--- config.mk ---
export PLATFORM = sky130hd
export DESIGN_NAME = interleaved_channel_pixel_binner
export DESIGN_NICKNAME = d
export VERILOG_FILES = /design/src/design/icpb_pkg.sv /design/src/design/icpb_ctrl.sv /design/src/design/icpb_dp.sv /design/src/design/interleaved_channel_pixel_binner.sv
export SDC_FILE = /design/constraint.sdc
export NUM_CORES = 1
export LEC_CHECK = 0
export ABC_AREA = 1
export BUFFER_PORTS_ARGS = -buffer_cell sky130_fd_sc_hd__buf_2
export CORE_ASPECT_RATIO = 1.25
export CORE_MARGIN = 1
export CORE_UTILIZATION = 45
export DETAILED_ROUTE_END_ITERATION = 16
export SYNTH_ARGS = -nofsm -noshare
export SYNTH_HDL_FRONTEND = slang
export SYNTH_SLANG_ARGS = --single-unit
--- constraint.sdc ---
create_clock -name i_clk -period 7.7 [get_ports i_clk]
set_input_delay 1.155 -clock i_clk [delete_from_list [all_inputs] [get_ports i_clk]]
set_output_delay 1.155 -clock i_clk [all_outputs]
set_load 0.03 [all_outputs]
--- src/design/icpb_pkg.sv ---
`default_nettype none

package icpb_pkg;

    localparam int ACC_BITS      = 16;
    localparam int BIN_BITS      = 8;
    localparam int NCH_BITS      = 5;
    localparam int CC_BITS       = 4;
    localparam int POS_BITS      = 12;
    localparam int SIZE_BITS     = 13;
    localparam int CFG_IDX_BITS  = 2;
    localparam int CFG_DATA_BITS = 16;

    localparam logic [SIZE_BITS-1:0] MAX_LINE_ITEMS = 13'd4096;

    localparam logic [BIN_BITS-1:0]  RST_BINNING  = 8'd1;
    localparam logic [CC_BITS-1:0]   RST_CHANNELS = 4'd2;
    localparam logic [SIZE_BITS-1:0] RST_PIXELS   = 13'd512;
    localparam logic [SIZE_BITS-1:0] RST_LINES    = 13'd512;

    typedef enum logic [CFG_IDX_BITS-1:0] {
        CFG_BINNING_FACTOR  = 2'd0,
        CFG_CHANNEL_COUNT   = 2'd1,
        CFG_PIXELS_PER_LINE = 2'd2,
        CFG_LINES_PER_FRAME = 2'd3
    } t_cfg_index;

    typedef enum logic [1:0] {
        ST_IDLE,
        ST_DIV,
        ST_ACC
    } t_state;

    typedef struct packed {
        logic load;
        logic step;
        logic commit;
    } t_cmd;

    typedef struct packed {
        logic stall;
    } t_status;

endpackage

`default_nettype wire

--- src/design/icpb_ctrl.sv ---
`default_nettype none

module icpb_ctrl
    import icpb_pkg::*;
#(
    parameter int SAMPLE_BITS = 16
) (
    input  wire logic    i_clk,
    input  wire logic    i_rst_n,
    input  wire logic    i_in_valid,
    output logic         o_in_ready,
    input  wire t_status i_status,
    output t_cmd         o_cmd
);

    localparam int STEP_W = $clog2(SAMPLE_BITS);

    t_state            r_state, n_state;
    logic [STEP_W-1:0] r_step;
    logic              step_last;

    assign step_last = (r_step == STEP_W'(SAMPLE_BITS - 1));

    always_ff @(posedge i_clk) begin
        if (!i_rst_n) begin
            r_state <= ST_IDLE;
            r_step  <= '0;
        end else begin
            r_state <= n_state;
            if (r_state == ST_DIV) begin
                r_step <= r_step + STEP_W'(1);
            end else begin
                r_step <= '0;
            end
        end
    end

    always_comb begin
        n_state = r_state;
        unique case (r_state)
            ST_IDLE: begin
                if (i_in_valid) n_state = ST_DIV;
            end
            ST_DIV: begin
                if (step_last) n_state = ST_ACC;
            end
            ST_ACC: begin
                if (!i_status.stall) n_state = ST_IDLE;
            end
            default: n_state = ST_IDLE;
        endcase
    end

    always_comb begin
        o_in_ready   = 1'b0;
        o_cmd.load   = 1'b0;
        o_cmd.step   = 1'b0;
        o_cmd.commit = 1'b0;
        unique case (r_state)
            ST_IDLE: begin
                o_in_ready = 1'b1;
                o_cmd.load = i_in_valid;
            end
            ST_DIV: begin
                o_cmd.step = 1'b1;
            end
            ST_ACC: begin
                o_cmd.commit = !i_status.stall;
            end
            default: ;
        endcase
    end

    a_load_to_div: assert property (@(posedge i_clk) disable iff (!i_rst_n)
        o_cmd.load |=> (r_state == ST_DIV))
        else $error("load did not start the divider");

    a_div_to_acc: assert property (@(posedge i_clk) disable iff (!i_rst_n)
        (r_state == ST_DIV && step_last) |=> (r_state == ST_ACC))
        else $error("divider did not finish after all steps");

    a_cmd_excl: assert property (@(posedge i_clk) disable iff (!i_rst_n)
        $onehot0({o_cmd.load, o_cmd.step, o_cmd.commit}))
        else $error("more than one command at once");

endmodule

`default_nettype wire

--- src/design/icpb_dp.sv ---
`default_nettype none

module icpb_dp
    import icpb_pkg::*;
#(
    parameter int SAMPLE_BITS  = 16,
    parameter int MAX_CHANNELS = 8
) (
    input  wire logic                     i_clk,
    input  wire logic                     i_rst_n,
    input  wire logic [SAMPLE_BITS-1:0]   i_sample,
    input  wire logic                     i_cfg_we,
    input  wire logic [CFG_IDX_BITS-1:0]  i_cfg_index,
    input  wire logic [CFG_DATA_BITS-1:0] i_cfg_data,
    input  wire t_cmd                     i_cmd,
    output t_status                       o_status,
    output logic                          o_out_valid,
    input  wire logic                     i_out_ready,
    output logic [ACC_BITS-1:0]           o_ch1_mean,
    output logic [ACC_BITS-1:0]           o_other_mean,
    output logic                          o_eol,
    output logic                          o_eof
);

    localparam int CH_W = $clog2(MAX_CHANNELS);

    logic [BIN_BITS-1:0]    r_binning;
    logic [CC_BITS-1:0]     r_channels;
    logic [SIZE_BITS-1:0]   r_pixels;
    logic [SIZE_BITS-1:0]   r_lines;

    logic [SAMPLE_BITS-1:0] r_quo;
    logic [BIN_BITS-1:0]    r_rem;

    logic [CH_W-1:0]        r_ch;
    logic [BIN_BITS-1:0]    r_bin;
    logic [POS_BITS-1:0]    r_pix;
    logic [POS_BITS-1:0]    r_line;
    logic [ACC_BITS-1:0]    r_acc1;
    logic [ACC_BITS-1:0]    r_acc2;

    logic [BIN_BITS-1:0]    nbin;
    logic [NCH_BITS-1:0]    nch;
    logic [SIZE_BITS-1:0]   ppl;
    logic [SIZE_BITS-1:0]   lpf;
    logic [BIN_BITS:0]      trial;
    logic                   trial_ge;
    logic [ACC_BITS-1:0]    quotient;
    logic                   ch_last;
    logic                   bin_last;
    logic                   emit;
    logic                   eol;
    logic                   eof;

    // zero limits act as one, oversize limits saturate
    always_comb begin
        nbin = (r_binning == '0) ? BIN_BITS'(1) : r_binning;
        if (r_channels == '0) begin
            nch = NCH_BITS'(1);
        end else if (NCH_BITS'(r_channels) > NCH_BITS'(MAX_CHANNELS)) begin
            nch = NCH_BITS'(MAX_CHANNELS);
        end else begin
            nch = NCH_BITS'(r_channels);
        end
        if (r_pixels == '0) ppl = SIZE_BITS'(1);
        else if (r_pixels > MAX_LINE_ITEMS) ppl = MAX_LINE_ITEMS;
        else ppl = r_pixels;
        if (r_lines == '0) lpf = SIZE_BITS'(1);
        else if (r_lines > MAX_LINE_ITEMS) lpf = MAX_LINE_ITEMS;
        else lpf = r_lines;
    end

    // one restoring step per cycle, quotient shifts in behind the dividend
    assign trial    = {r_rem, r_quo[SAMPLE_BITS-1]};
    assign trial_ge = (trial >= {1'b0, nbin});
    assign quotient = ACC_BITS'(r_quo);

    // "at or beyond" so a shrunk limit ends the run at once
    assign ch_last  = (NCH_BITS'(r_ch) + NCH_BITS'(1)) >= nch;
    assign bin_last = ({1'b0, r_bin} + (BIN_BITS+1)'(1)) >= {1'b0, nbin};
    assign emit     = ch_last && bin_last;
    assign eol      = (SIZE_BITS'(r_pix) + SIZE_BITS'(1)) >= ppl;
    assign eof      = eol && ((SIZE_BITS'(r_line) + SIZE_BITS'(1)) >= lpf);

    assign o_status.stall = emit && o_out_valid && !i_out_ready;

    always_ff @(posedge i_clk) begin
        if (!i_rst_n) begin
            r_binning  <= RST_BINNING;
            r_channels <= RST_CHANNELS;
            r_pixels   <= RST_PIXELS;
            r_lines    <= RST_LINES;
        end else if (i_cfg_we) begin
            unique case (t_cfg_index'(i_cfg_index))
                CFG_BINNING_FACTOR:  r_binning  <= i_cfg_data[BIN_BITS-1:0];
                CFG_CHANNEL_COUNT:   r_channels <= i_cfg_data[CC_BITS-1:0];
                CFG_PIXELS_PER_LINE: r_pixels   <= i_cfg_data[SIZE_BITS-1:0];
                CFG_LINES_PER_FRAME: r_lines    <= i_cfg_data[SIZE_BITS-1:0];
                default: ;
            endcase
        end
    end

    always_ff @(posedge i_clk) begin
        if (i_cmd.load) begin
            r_quo <= i_sample;
            r_rem <= '0;
        end else if (i_cmd.step) begin
            r_quo <= {r_quo[SAMPLE_BITS-2:0], trial_ge};
            r_rem <= trial_ge ? BIN_BITS'(trial - {1'b0, nbin}) : trial[BIN_BITS-1:0];
        end
    end

    always_ff @(posedge i_clk) begin
        if (!i_rst_n) begin
            r_ch   <= '0;
            r_bin  <= '0;
            r_pix  <= '0;
            r_line <= '0;
            r_acc1 <= '0;
            r_acc2 <= '0;
        end else if (i_cmd.commit) begin
            if (ch_last) begin
                r_ch <= '0;
                if (bin_last) begin
                    r_bin  <= '0;
                    r_acc1 <= '0;
                    r_acc2 <= '0;
                    if (eol) begin
                        r_pix  <= '0;
                        r_line <= eof ? '0 : r_line + POS_BITS'(1);
                    end else begin
                        r_pix <= r_pix + POS_BITS'(1);
                    end
                end else begin
                    r_bin <= r_bin + BIN_BITS'(1);
                end
            end else begin
                r_ch <= r_ch + CH_W'(1);
            end
            if (!emit) begin
                if (r_ch == CH_W'(1)) r_acc1 <= r_acc1 + quotient;
                else r_acc2 <= r_acc2 + quotient;
            end
        end
    end

    // output register: the final sample of a pixel is folded in on the way out
    always_ff @(posedge i_clk) begin
        if (!i_rst_n) begin
            o_out_valid <= 1'b0;
        end else if (i_cmd.commit && emit) begin
            o_out_valid <= 1'b1;
        end else if (i_out_ready) begin
            o_out_valid <= 1'b0;
        end
    end

    always_ff @(posedge i_clk) begin
        if (i_cmd.commit && emit) begin
            o_ch1_mean   <= (r_ch == CH_W'(1)) ? r_acc1 + quotient : r_acc1;
            o_other_mean <= (r_ch == CH_W'(1)) ? r_acc2 : r_acc2 + quotient;
            o_eol        <= eol;
            o_eof        <= eof;
        end
    end

    a_no_overwrite: assert property (@(posedge i_clk) disable iff (!i_rst_n)
        (i_cmd.commit && emit) |-> (!o_out_valid || i_out_ready))
        else $error("pending result overwritten");

    a_acc_cleared: assert property (@(posedge i_clk) disable iff (!i_rst_n)
        (i_cmd.commit && emit) |=> (r_acc1 == '0 && r_acc2 == '0 && o_out_valid))
        else $error("accumulators not cleared after a pixel");

endmodule

`default_nettype wire

--- src/design/interleaved_channel_pixel_binner.sv ---
// Samples are handled one at a time: idle (accept), SAMPLE_BITS bit-serial restoring
//   divider steps, then accumulate, which stalls while a finished pixel is unaccepted;
//   a new sample is taken only once the last one is through.
// A finished pixel waits in the output register while the next samples are taken.
// Reset (synchronous, active low) clears all positions and accumulators and
//   restores the registers to binning 1, 2 channels, 512 x 512.
`default_nettype none

module interleaved_channel_pixel_binner
    import icpb_pkg::*;
#(
    parameter int SAMPLE_BITS  = 16,
    parameter int MAX_CHANNELS = 8
) (
    input  wire logic                                i_clk,
    input  wire logic                                i_rst_n,
    input  wire logic                                s_axis_tvalid,
    output logic                                     s_axis_tready,
    // [SAMPLE_BITS-1:0] sample_value, rest zero
    input  wire logic [((SAMPLE_BITS+7)/8)*8-1:0]    s_axis_tdata,
    output logic                                     m_axis_tvalid,
    input  wire logic                                m_axis_tready,
    // [15:0] channel_one_mean, [31:16] other_channels_mean
    output logic [2*ACC_BITS-1:0]                    m_axis_tdata,
    output logic                                     m_axis_tlast,
    // [0] end_of_frame
    output logic                                     m_axis_tuser,
    input  wire logic                                i_cfg_valid,
    output logic                                     o_cfg_ready,
    input  wire logic [CFG_IDX_BITS-1:0]             i_cfg_index,
    input  wire logic [CFG_DATA_BITS-1:0]            i_cfg_data
);

    t_cmd                cmd;
    t_status             status;
    logic [ACC_BITS-1:0] ch1_mean;
    logic [ACC_BITS-1:0] other_mean;

    assign o_cfg_ready  = 1'b1;
    assign m_axis_tdata = {other_mean, ch1_mean};

    icpb_ctrl #(
        .SAMPLE_BITS(SAMPLE_BITS)
    ) u_ctrl (
        .i_clk      (i_clk),
        .i_rst_n    (i_rst_n),
        .i_in_valid (s_axis_tvalid),
        .o_in_ready (s_axis_tready),
        .i_status   (status),
        .o_cmd      (cmd)
    );

    icpb_dp #(
        .SAMPLE_BITS (SAMPLE_BITS),
        .MAX_CHANNELS(MAX_CHANNELS)
    ) u_dp (
        .i_clk       (i_clk),
        .i_rst_n     (i_rst_n),
        .i_sample    (s_axis_tdata[SAMPLE_BITS-1:0]),
        .i_cfg_we    (i_cfg_valid),
        .i_cfg_index (i_cfg_index),
        .i_cfg_data  (i_cfg_data),
        .i_cmd       (cmd),
        .o_status    (status),
        .o_out_valid (m_axis_tvalid),
        .i_out_ready (m_axis_tready),
        .o_ch1_mean  (ch1_mean),
        .o_other_mean(other_mean),
        .o_eol       (m_axis_tlast),
        .o_eof       (m_axis_tuser)
    );

endmodule

`default_nettype wire
==> results.md, run 1 <==
* Outcome: finished clean
* Average wire length per cell after detail routing at 14.3 µm
* Number of levels in the clock H-tree at 4
* Global-route wire length before repair at 41200 µm
* Number of global-route vias before repair at 8654
* Clock transition at the registers of the reported paths at 0.07 ns
* All-layer global routing usage at 0.226
* Fraction of final layout cells with drive strength greater than 1 at 0.104
* Highest attainable clock frequency at 269 MHz
* Final Hold Slack at 0.459 ns
* Adder-cell share of the synthesized area at 0.106
* Setup crit end kind: flop
* Most instantiated library cell after synthesis: sky130_fd_sc_hd__nand2_1
* Gr ovfl total at 0
* Simple-gate share of the synthesized area at 0.287
* Crit path launch type: flop
* Post-Syn Area at 0.0103 mm²
* HPWL after DPL at 18100 µm
* Transition time of the tightest slew-check pin at 0.944 ns
* Antenna diode count at 0
* Post-synthesis average cell area at 7.33 µm²
* Pwr Density at 214 mW/mm²
* Final routed DRC violation total at 0
* Final Power at 2.45 mW
* DIE AREA at 0.0235 mm²
* Count of antenna-violating nets left after detailed routing at 0
* Class of the most critical setup path: flop to flop
* Clock insertion delay at the later pin of the skew report at 0.44 ns
* Post-detailed-route via-to-cell ratio at 5.14
* Ports at 76
* Number of warnings issued by yosys at 0
* Synthesized Nets at 1526
* Width of the die at 137 µm
* Master cell of the clock root buffer: sky130_fd_sc_hd__clkbuf_16
* Number of flip-flops and latches in the synthesized netlist at 170
* Sequential element share of the synthesized area at 0.380
* Non-filler instance count after layout at 1754
* Normalized max-slew margin at 0.370
* Dominant cells by area after synthesis: sky130_fd_sc_hd__dfxtp_1 (23%), sky130_fd_sc_hd__edfxtp_1 (15%), sky130_fd_sc_hd__nand2_1 (15%)
* Final critical-path setup slack at 3.98 ns
* Post-route setup TNS at 0 ns
* Placed Instances at 1722
* Overall die height at 171 µm
* Final core occ at 0.513
* Antenna violations before repair at 0
* Portion of the clock cycle consumed by the worst path in the final layout at 0.483
* Count of clock tree sinks at 170
* Resized cells post-CTS at 0
* Post-Place Worst Slack at 3.89 ns
* Detailed Routing Iterations Pass 1 at 8
* Hold Fails Final Rpt at 0
* Max Cap Violations at 0
* Library cell occupying the most area in the post-synthesis netlist: sky130_fd_sc_hd__dfxtp_1
* Number of enable-type register cells in the synthesized netlist at 50
* Post-synthesis cell count at 1402
* CP max FO at 44
* Worst EP required at 8.03 ns
* Pin count of the biggest net entering global routing at 57
* Parity-gate share of the synthesized area counting xor and xnor cells at 0.0281
* Maximum ir drop on the vdd rail at 0.166 mV
* TritonCTS clock tree: done
* Total leakage power at 5.17 nW
* Prevailing post-synth register cell: sky130_fd_sc_hd__dfxtp_1
* Largest family of logic cells by synthesized area: simple AND/OR/NAND/NOR gates
* Area added between synthesis and finish at 11.5%
* Post-synth top area share at 0.234
* Initial Util at 0.460
* Finish-stage setup viols at 0
* Share of synthesized area spent on multiplexers at 0
* Clock period minus final worst setup slack at 3.72 ns
* RSZ-0062 raised after global routing: false
* Max-slew violation total from the final report at 0
* Final clock skew at 0.0120 ns
* Number of buffers inserted during clock tree synthesis at 17
* Compound-Gate Fraction of Synth Area at 0.128
* Type of the worst min-delay path: flop to flop
* Hold-fix buffers, CTS at 0
* Iter 0 DRT Violations at 389
* Setup bufs post-CTS at 0
* Post-synth top cells: sky130_fd_sc_hd__nand2_1 (399), sky130_fd_sc_hd__nor2_1 (143), sky130_fd_sc_hd__inv_1 (134)
* Cell Rows at 61
* CTS max path bufs at 2
* Final routed wirelength across all metal layers at 25100 µm
* Placed standard-cell area at 0.0108 mm²
* Area of all placed cells without fillers at 0.0115 mm²
* Net total in the final layout at 1582
* Data arrival time at the worst-slack endpoint at 4.04 ns
* Routability-driven placement congestion ratio at 0.886
* Async set-reset flop share out of synthesis at 0
* Floorplan Core Area at 0.0224 mm²
* Cell variety after synth at 48
* Via Count at 9023
* Port Buffers at 71
[per-layer routing]
metal | share of wire | GRT usage | vias to the layer above | routed length [µm]
li1 | - | - | 4724 | -
met1 | 0.44 | 0.256 | 4131 | 11000
met2 | 0.52 | 0.423 | 143 | 12900
met3 | 0.027 | 0.0376 | 25 | 675
met4 | 0.017 | 0.0755 | 0 | 419
met5 | 0 | 0 | - | 0
[where the power goes]
group | internal (mW) | switching (mW)
clock network | 0.525 | 0.396
registers | 0.985 | 0.0446
logic | 0.175 | 0.327
[critical path: stages, from the launching register on]
cell,delay [ns]
sky130_fd_sc_hd__dfxtp_1,0.40
sky130_fd_sc_hd__ha_1,0.22
sky130_fd_sc_hd__nand3_2,0.12
sky130_fd_sc_hd__nor2_4,0.13
sky130_fd_sc_hd__nand2_1,0.07
sky130_fd_sc_hd__xor2_1,0.20
sky130_fd_sc_hd__inv_1,0.07
sky130_fd_sc_hd__ha_1,0.29
sky130_fd_sc_hd__nand2_1,0.05
sky130_fd_sc_hd__inv_1,0.04
sky130_fd_sc_hd__nand2_1,0.04
sky130_fd_sc_hd__nand2_1,0.05
sky130_fd_sc_hd__nand2_1,0.12
sky130_fd_sc_hd__nand2_4,0.17
sky130_fd_sc_hd__nand4_4,0.32
sky130_fd_sc_hd__inv_2,0.84
sky130_fd_sc_hd__nand2_1,0.22
sky130_fd_sc_hd__nor2_1,0.15
sky130_fd_sc_hd__nor2_1,0.06
[cell usage in the layout (no fill, tap or decap), drive strengths merged, types with 3 or more instances in the layout]
cell / n
a21oi: 126
nand3: 67
nand2: 413
nand3b: 8
xor2: 22
a21o: 3
nor3: 16
nor2: 145
ha: 82
fa: 3
o21ai: 90
buf: 78
nor4: 9
and2: 3
or2: 6
clkbuf: 19
dfxtp: 120
xnor2: 11
o21bai: 7
clkinv: 7
a31oi: 3
nand4: 24
edfxtp: 50
o21a: 3
inv: 142
[final timing paths]
path,slack [ns],cells after the start,endpoint,startpoint
worst max-delay path,3.98,18,u_dp.r_line[6],u_dp.r_bin[0]
worst min-delay path,0.46,1,u_ctrl.r_step[0],u_ctrl.r_step[0]
worst max register to register,3.98,18,u_dp.r_line[6],u_dp.r_bin[0]
worst min register to register,0.46,1,u_ctrl.r_step[0],u_ctrl.r_step[0]
[cell families (layout without fill, tap and decap cells)]
| kind of cell | count (synthesis) | count (layout) |
|---|---|---|
| flops | 170 | 170 |
| buf+inv | 181 | 250 |
| xor+xnor | 33 | 33 |
| simple gates | 693 | 693 |
| compound gates | 239 | 239 |
| other cells | 1 | 1 |
| fa+ha+maj | 85 | 85 |
[cell type report]
cell class                 count  area (µm²)
multi-input combinational   1051        5640
timing repair buffer          78         408
clock buffer                  19         475
fill                        2260       10900
inverter                     140         526
clock inverter                13         153
tap                          283         354
sequential                   170        3900
[flip-flops by register name, indices dropped and copies added, names as in the netlist, 2 cells and up]
| name | count |
|---|---|
| u_dp.r_lines | 13 |
| u_dp.r_acc2 | 16 |
| u_dp.r_rem | 8 |
| u_dp.r_channels | 4 |
| u_dp.r_bin | 8 |
| u_ctrl.r_step | 4 |
| u_ctrl.r_state | 2 |
| u_dp.r_acc1 | 16 |
| u_dp.r_binning | 8 |
| u_dp.quotient | 16 |
| u_dp.o_other_mean | 16 |
| u_dp.r_ch | 3 |
| u_dp.o_ch1_mean | 16 |
| u_dp.r_line | 12 |
| u_dp.r_pix | 12 |
| u_dp.r_pixels | 13 |
Note: power is estimated with default switching activity, not from simulation.
==> run 2, diff against run 1 <==
clock period = 3.6 ns   (was 7.7 ns; I/O delays follow)
==> run 2 against run 1 <==
Utilization fell by 0.089 points. Clock power increased by 93%. Register-to-register slack got worse by 3.4 ns. Critical path depth up 1. Cell count increased by 0.34%. Sequential cell count is the same. Routed wire length down 0.54%. First-iteration DRC count shrank 7.2%. Maximum frequency grew 22%. Combinational power increased by 120%. Critical endpoint is now u_dp.r_line[5]. Largest power group unchanged. Highest routed layer unchanged.
==> results.md, run 2 (synthesis gave the netlist of run 1 again) <==
* TritonCTS clock tree: done (unchanged)
* Worst EP required at 3.95 ns (was 8.03 ns)
* Outcome: finished clean (unchanged)
* Post-detailed-route via-to-cell ratio at 5.11 (was 5.14)
* M1 GR Usage at 0.250 (was 0.256)
* Portion of the clock cycle consumed by the worst path in the final layout at 0.846 (was 0.483)
* Max Cap Violations at 0 (unchanged)
* Average wire length per cell after detail routing at 14.2 µm (was 14.3 µm)
* Most Used Layer, Global Route: met2 (unchanged)
* Final clock skew at 0.0120 ns (about the same)
* Width of the die at 137 µm (unchanged)
* Total leakage power at 5.17 nW (about the same)
* Highest attainable clock frequency at 328 MHz (was 269 MHz)
* Clock period minus final worst setup slack at 3.05 ns (was 3.72 ns)
* Routability-driven placement congestion ratio at 0.893 (was 0.886)
* HPWL after DPL at 18400 µm (was 18100 µm)
* Finish-stage setup viols at 0 (unchanged)
* Type of the worst min-delay path: primary input to flop (was flop to flop)
* Maximum ir drop on the vdd rail at 0.341 mV (was 0.166 mV)
* Pwr Density at 443 mW/mm² (was 214 mW/mm²)
* Clock insertion delay at the later pin of the skew report at 0.45 ns (was 0.44 ns)
* Post-route setup TNS at 0 ns (unchanged)
* Number of levels in the clock H-tree at 4 (unchanged)
* Area added between synthesis and finish at 11.3% (was 11.5%)
* Iter 0 DRT Violations at 361 (was 389)
* Area of all placed cells without fillers at 0.0114 mm² (was 0.0115 mm²)
* Ports at 76 (unchanged)
* # fillers at 2251 (was 2260)
* Antenna diode count at 0 (unchanged)
* Initial Util at 0.460 (unchanged)
* Resized cells post-CTS at 0 (unchanged)
* All-layer global routing usage at 0.225 (was 0.226)
* Class of the most critical setup path: flop to flop (unchanged)
* Detailed Routing Iterations Pass 1 at 4 (was 8)
* Final routed wirelength across all metal layers at 24900 µm (was 25100 µm)
* Final routed DRC violation total at 0 (unchanged)
* RSZ-0062 raised after global routing: false (unchanged)
* Most used cells in the layout excluding fill and tap cells: sky130_fd_sc_hd__nand2_1 (399), sky130_fd_sc_hd__nor2_1 (143), sky130_fd_sc_hd__inv_1 (132) (unchanged)
* CP max FO at 18 (was 44)
* Hold Fails Final Rpt at 0 (unchanged)
* Global routing met2 resource utilization at 0.422 (was 0.423)
* Slowest stage cell on the critical path: sky130_fd_sc_hd__dfxtp_1 (was sky130_fd_sc_hd__inv_2)
* Setup bufs post-CTS at 0 (unchanged)
* Clock transition at the registers of the reported paths at 0.07 ns (about the same)
* Count of antenna-violating nets left after detailed routing at 0 (unchanged)
* Critical path's most frequent cell: sky130_fd_sc_hd__nand2_1 (unchanged)
* Non-filler instance count after layout at 1760 (was 1754)
* Via Count at 8997 (was 9023)
* CTS max path bufs at 2 (unchanged)
* Crit path launch: u_dp.r_bin[0] (unchanged)
* Count of clock tree sinks at 170 (unchanged)
* Normalized max-slew margin at 0.410 (was 0.370)
* Delay of the slowest critical-path stage at 0.41 ns (was 0.84 ns)
* Setup crit end kind: flop (unchanged)
* Overall die height at 171 µm (unchanged)
* Fraction of final layout cells with drive strength greater than 1 at 0.108 (was 0.104)
* Global-route wire length before repair at 40900 µm (was 41200 µm)
* Number of global-route vias before repair at 8631 (was 8654)
* Placed standard-cell area at 0.0109 mm² (was 0.0108 mm²)
* Number of buffers inserted during clock tree synthesis at 17 (unchanged)
* Global-route track usage on met3 at 0.0373 (was 0.0376)
* Crit path launch type: flop (unchanged)
* Cell Rows at 61 (unchanged)
* Gr ovfl total at 0 (unchanged)
* Pin count of the biggest net entering global routing at 55 (was 57)
* Antenna violations before repair at 0 (unchanged)
* Sequence of cells on the critical path: ha_1 > nand3_2 > nor2_4 > nand2_1 > xor2_1 > inv_1 > ha_1 > nand2_1 > inv_1 > nand2_1 > nand2_1 > nand2_1 > nand2_4 > nand4_4 > buf_4 > nor2_4 > nand2_1 > nand2_1 > nor2_1 (was ha_1 > nand3_2 > nor2_4 > nand2_1 > xor2_1 > inv_1 > ha_1 > nand2_1 > inv_1 > nand2_1 > nand2_1 > nand2_1 > nand2_4 > nand4_4 > inv_2 > nand2_1 > nor2_1 > nor2_1)
* Placed Instances at 1728 (was 1722)
* Reg2Reg Launch Point: u_dp.r_bin[0] (unchanged)
* Transition time of the tightest slew-check pin at 0.884 ns (was 0.944 ns)
* Hold Path Origin: i_cfg_data[9] (was u_ctrl.r_step[0])
* Data arrival time at the worst-slack endpoint at 3.39 ns (was 4.04 ns)
* Commonest non-fill, non-tap cell in the layout: sky130_fd_sc_hd__nand2_1 (unchanged)
* Master cell of the clock root buffer: sky130_fd_sc_hd__clkbuf_16 (unchanged)
* Net total in the final layout at 1588 (was 1582)
* Max-slew violation total from the final report at 0 (unchanged)
* DIE AREA at 0.0235 mm² (unchanged)
* Hold-fix buffers, CTS at 0 (unchanged)
* Port Buffers at 71 (unchanged)
* Floorplan Core Area at 0.0224 mm² (unchanged)
* Final Power at 5.06 mW (was 2.45 mW)
## run 2: worst paths after layout
path / end / slack [ns] / cells after the start
worst max-delay path: u_dp.r_line[5] / 0.55 / 19
worst min-delay path: u_dp.r_lines[9] / 0.33 / 3
worst max register to register: u_dp.r_line[5] / 0.55 / 19
worst min register to register: u_ctrl.r_step[0] / 0.45 / 1
## run 2: worst max-delay path: cells and delay by family (launching register included)
family	cells	cell delay, ns
DFF	1	0.41
xor gates and xnor gates	1	0.21
and+or+nand+nor	13	1.44
buffers and inverters	3	0.36
adders and majority gates	2	0.51
## run 2: where the power goes
group / internal, mW / switching [mW]
Sequential: 2.11 / 0.0965
Clock: 0.907 / 0.874
Combinational: 0.380 / 0.700
## run 2: metal layers
layer | wire (µm) | up-vias
li1 | - | 4747
met1 | 10700 | 4073
met2 | 12900 | 143
met3 | 794 | 34
met4 | 491 | 0
met5 | 0 | -
## run 2: final cells by class
type	instances	area (µm²)	area share
Timing Repair Buffer	84	465	0.0407
Clock inverter	15	125	0.0109
Inverter	140	526	0.0459
Clock buffer	17	425	0.0372
Multi-Input combinational cell	1051	5640	0.493
Sequential cell	170	3900	0.341
Tap cell	283	354	0.0309
## run 2: through the flow
| stage | util | setup WS (ns) | hold WS, ns |
|---|---|---|---|
| 2_1_floorplan | - | 0.729 | 0.418 |
| 3_3_place_gp | 0.487 | 0.584 | 0.429 |
| 3_5_place_dp | 0.487 | 0.533 | 0.439 |
| 4_1_cts | 0.512 | 0.499 | 0.315 |
| 5_1_grt | 0.512 | 0.174 | 0.319 |
| 6_report | 0.512 | 0.553 | 0.329 |
